**src/hdl/ciou_frac_div.sv**
```systemverilog
`default_nettype none
// pipelined restoring divider: q = floor(num * 2^F / den), num <= den
// one quotient bit per stage, stage j loads when en[j] is high
module ciou_frac_div #(
  parameter int DW = 49,
  parameter int F = 16
) (
  input  wire logic          clk,
  input  wire logic [F:0]    en,
  input  wire logic [DW-1:0] num,
  input  wire logic [DW-1:0] den,
  output logic      [F:0]    q
);

  logic [DW-1:0] r_r [F+1];
  logic [DW-1:0] d_r [F+1];
  logic [F:0]    q_r [F+1];

  // integer bit: num and den compared directly
  logic          ge0;
  logic [DW-1:0] r0_nxt;
  assign ge0 = (num >= den);
  assign r0_nxt = ge0 ? num - den : num;

  always_ff @(posedge clk) begin
    if (en[0]) begin
      r_r[0] <= r0_nxt;
      d_r[0] <= den;
      q_r[0] <= {{F{1'b0}}, ge0};
    end
  end

  // fraction bits: shift remainder, trial subtract
  for (genvar j = 1; j <= F; j++) begin : g_step
    logic [DW:0]   sh;
    logic          ge;
    logic [DW:0]   diff;
    logic [DW-1:0] r_nxt;
    assign sh = {r_r[j-1], 1'b0};
    assign ge = (sh >= {1'b0, d_r[j-1]});
    assign diff = sh - {1'b0, d_r[j-1]};
    assign r_nxt = ge ? diff[DW-1:0] : sh[DW-1:0];

    always_ff @(posedge clk) begin
      if (en[j]) begin
        r_r[j] <= r_nxt;
        d_r[j] <= d_r[j-1];
        q_r[j] <= {q_r[j-1][F-1:0], ge};
      end
    end
  end

  assign q = q_r[F];

endmodule
`default_nettype wire

```
**config.mk**
```make
export PLATFORM = sky130hd
export DESIGN_NAME = ciou_frac_div
export DESIGN_NICKNAME = d
export VERILOG_FILES = /design/src/hdl/ciou_frac_div.sv
export SDC_FILE = /design/constraint.sdc
export NUM_CORES = 2
export LEC_CHECK = 0
export BUFFER_PORTS_ARGS = -buffer_cell sky130_fd_sc_hd__buf_2
export CAP_MARGIN = 10
export CORE_MARGIN = 5
export CORE_UTILIZATION = 70
export CTS_CLUSTER_DIAMETER = 80
export DETAILED_ROUTE_END_ITERATION = 10
export HOLD_SLACK_MARGIN = 0.03
export MAX_ROUTING_LAYER = met4
export PLACE_DENSITY = 0.87
export SLEW_MARGIN = 40
export SYNTH_ARGS = -nofsm -noshare
export SYNTH_HDL_FRONTEND = slang
export SYNTH_SLANG_ARGS = --single-unit
```
**constraint.sdc**
```tcl
create_clock -name clk -period 6.2 [get_ports clk]
set_input_delay 0.62 -clock clk [delete_from_list [all_inputs] [get_ports clk]]
set_output_delay 0.62 -clock clk [all_outputs]
set_load 0.01 [all_outputs]
```
==> results.cfg <==
[floorplan]
pin_count = 133
die_h_um = 402.3
fp.coreArea_um2 = 153500
fp.dieW_um = 402.3
start_util_pct = 70.17
std_cell_rows = 144
die_area_um2 = 161800

[drt]
first_pass_iters = 9
routedWlPerCell_um = 22.45
routed_wl_mm = 289.1
initialDrtViolationCount = 9825
vias_per_cell = 6.534
antenna_left = 0
drc = 0
vias = 84138

[critical_path]
end_kind = flip-flop
criticalPathCategory = flip-flop to flip-flop
slowest_delay_ns = 0.91
crit_path_top_delay_cell = nor4b_1
crit_family = compound AO/OA/AOI/OAI gates
path_cells = ha_1 > nand3_1 > o21bai_1 > a31oi_1 > o21ai_0 > buf_4 > o31ai_2 > a31oi_1 > o31a_1 > nor4b_1 > o32ai_4 > buf_6 > nand2_1 > o21ai_0
startpoint_type = flip-flop
critical_path_required_ns = 6.78
crit_arrival_ns = 5.94
crit_buf_inv = 2
crit_fanout = 98

[sta]
fin_skew_ns = 0.07977
period_share_pct = 86.52
relSlewSlack_pct = 27.43
slew_violations = 0
holdWs_ns = 0.08199
rsz0062_at_grt = no
setup_violations = 0
setup_tns_ns = 0
period_minus_slack_ns = 5.364
max_freq_ghz = 0.1864
finalHoldViolCount = 0
worst_slack_ns = 0.8359
tightest_slew_ns = 1.073

[pwr]
seqPwrFrac_pct = 30.9
sw_frac_of_total_pct = 42.12
combPwrFrac_pct = 51.6
p_total_w = 0.06352
p_switching_w = 0.02675
irDropWorstVdd_mv = 0.3811
p_clk_share_pct = 17.5
power.density_nw_per_um2 = 543.4
p_int_w = 0.03677
p_leak_nw = 48.73

[status]
status = finished clean

[place]
placed_cell_area_um2 = 110300
gp_congestion = 1.091
dpl.hpwl_mm = 213.1
pre_cts_ws_ns = 1.101
io_buffer_count = 132

[yosys]
ys_types = 91
syn_inst = 10649
ys_top_cells_by_area = edfxtp_1 (48%), ha_1 (9.7%), a21oi_1 (5.5%)
yosysMostFrequentCell = edfxtp_1
synth-seq-area-share_pct = 47.98
synth_area_um2 = 107700
synth_commonest_cells = edfxtp_1 (1,721), a21oi_1 (1,173), inv_1 (1,039)
synth_edf_count = 1721
synth_seq_cells = 1721
ys.flop_type = edfxtp_1
synth_fp_nets = 11613
yosysTopAreaCell = edfxtp_1
syn_avg_cell_area_um2 = 10.11
synth_top_cell_area_share_pct = 47.98
yosys_warnings = 0
async_flop_share_pct = 0

[clocking]
clock_latency_ns = 0.86
cts.repair.resized = 0
cts_tree = built
cts_buffer_depth = 3
htreeDepth = 4
path_clk_slew_ns = 0.07
numCtsBuffers = 179
cts.sinks = 1721
cts-root-buf = clkbuf_16

[global_routing]
track_usage_pct = 36.15
antenna_found_initial = 7
grt.overflow.total = 0
grt_max_degree = 114
grt_first_pass_wirelength_mm = 454.1
grt_pass1_vias = 86821

[flow_run]
maxCapViolCount = 0

[worst_hold_path]
hold_path.class = input port to flip-flop

[cells_and_area]
nNetsFinal = 11643
finalInstanceArea_um2 = 116900
areaGrowthSynthToFinish_pct = 8.528
drive_gt1_share_pct = 6.354
worst reg2reg max path, cell delays in order, from the launching register on:
cell,delay (ns)
edfxtp_1,0.44
ha_1,0.46
nand3_1,0.20
o21bai_1,0.24
a31oi_1,0.30
o21ai_0,0.13
buf_4,0.17
o31ai_2,0.58
a31oi_1,0.28
o31a_1,0.40
nor4b_1,0.91
o32ai_4,0.22
buf_6,0.31
nand2_1,0.31
o21ai_0,0.11
flip-flops by register name (all words and copies together) (netlist names):
register  flops
q_r         153
d_r         784
r_r         784
power by group through the flow:
stage               clock network [W]  logic (W)  registers [W]
floorplan                           0     0.0235         0.0189
global placement                    0     0.0298         0.0195
detailed placement                  0     0.0311         0.0197
CTS                            0.0111     0.0318         0.0195
global route                   0.0117     0.0356         0.0198
finish                         0.0111     0.0328         0.0196
cell families (layout without fill, tap and decap cells):
kind of cell | after synthesis | count (layout) | synth area share, %
fa+ha+maj | 848 | 848 | 9.962
other cells | 0 | 5 | 0
compound gates | 3214 | 3214 | 18.35
buf+inv | 1450 | 1629 | 5.166
xor+xnor | 704 | 704 | 5.724
flops | 1721 | 1721 | 47.98
simple gates | 2530 | 2530 | 10.93
mux | 182 | 182 | 1.895
area by class of cell:
type | instances | area, µm²
well taps | 2044 | 2557
clock buffers | 209 | 4592
flip-flops and latches | 1721 | 51680
inverters | 1039 | 3900
multi-input cells | 7478 | 50730
repair buffers | 260 | 1937
fillers | 9445 | 36610
diodes | 5 | 12.51
clock inverters | 121 | 1489
what timing repair did:
item                       CTS  global route
hold endpoints to repair    49             0
hold buffers                49             0
setup endpoints to repair    0             0
buffers inserted             0             0
path summary, 6_finish.rpt:
kind | startpoint | end | slack, ns | cells past startpoint
worst min-delay path | num[2] | r_r[0][2]$_DFFE_PP_ | 0.08 | 2
worst max-delay path | r_r[0][542]$_DFFE_PP_ | r_r[0][590]$_DFFE_PP_ | 0.84 | 14
worst min register to register | q_r[1][77]$_DFFE_PP_ | q_r[1][95]$_DFFE_PP_ | 0.41 | 0
worst max register to register | r_r[0][542]$_DFFE_PP_ | r_r[0][590]$_DFFE_PP_ | 0.84 | 14
through the flow:
| step | util (%) | cells |
|---|---|---|
| after floorplan | - | 10649 |
| after global placement | 71.77 | 12492 |
| after detailed placement | 71.83 | 12493 |
| after CTS | 76.12 | 12872 |
| after global routing | 76.15 | 12874 |
| final | 76.15 | 12877 |
cell usage in the layout (no fill, tap or decap), types with 60 or more instances in the layout:
cell / n
a211oi_1: 67
xnor2_1: 406
nand2b_1: 96
a21o_1: 478
nor2b_1: 105
nand4_1: 204
nand3_1: 176
edfxtp_1: 1721
mux2_2: 115
buf_4: 80
a21oi_1: 1172
nand2_1: 795
mux2_1: 60
o21a_1: 117
a31oi_1: 72
nor2_1: 751
xor2_1: 298
o21ai_0: 726
o21bai_1: 136
clkbuf_16: 179
buf_2: 116
nor3_1: 95
inv_1: 1039
and3_1: 76
ha_1: 832
per-layer routing:
metal	wire length [µm]	track usage, %
met4	29240	29.11
met1	91660	33.54
met5	0	-
met2	152900	66.72
met3	15340	4.048
No activity file was read; power rests on OpenSTA's default activity.
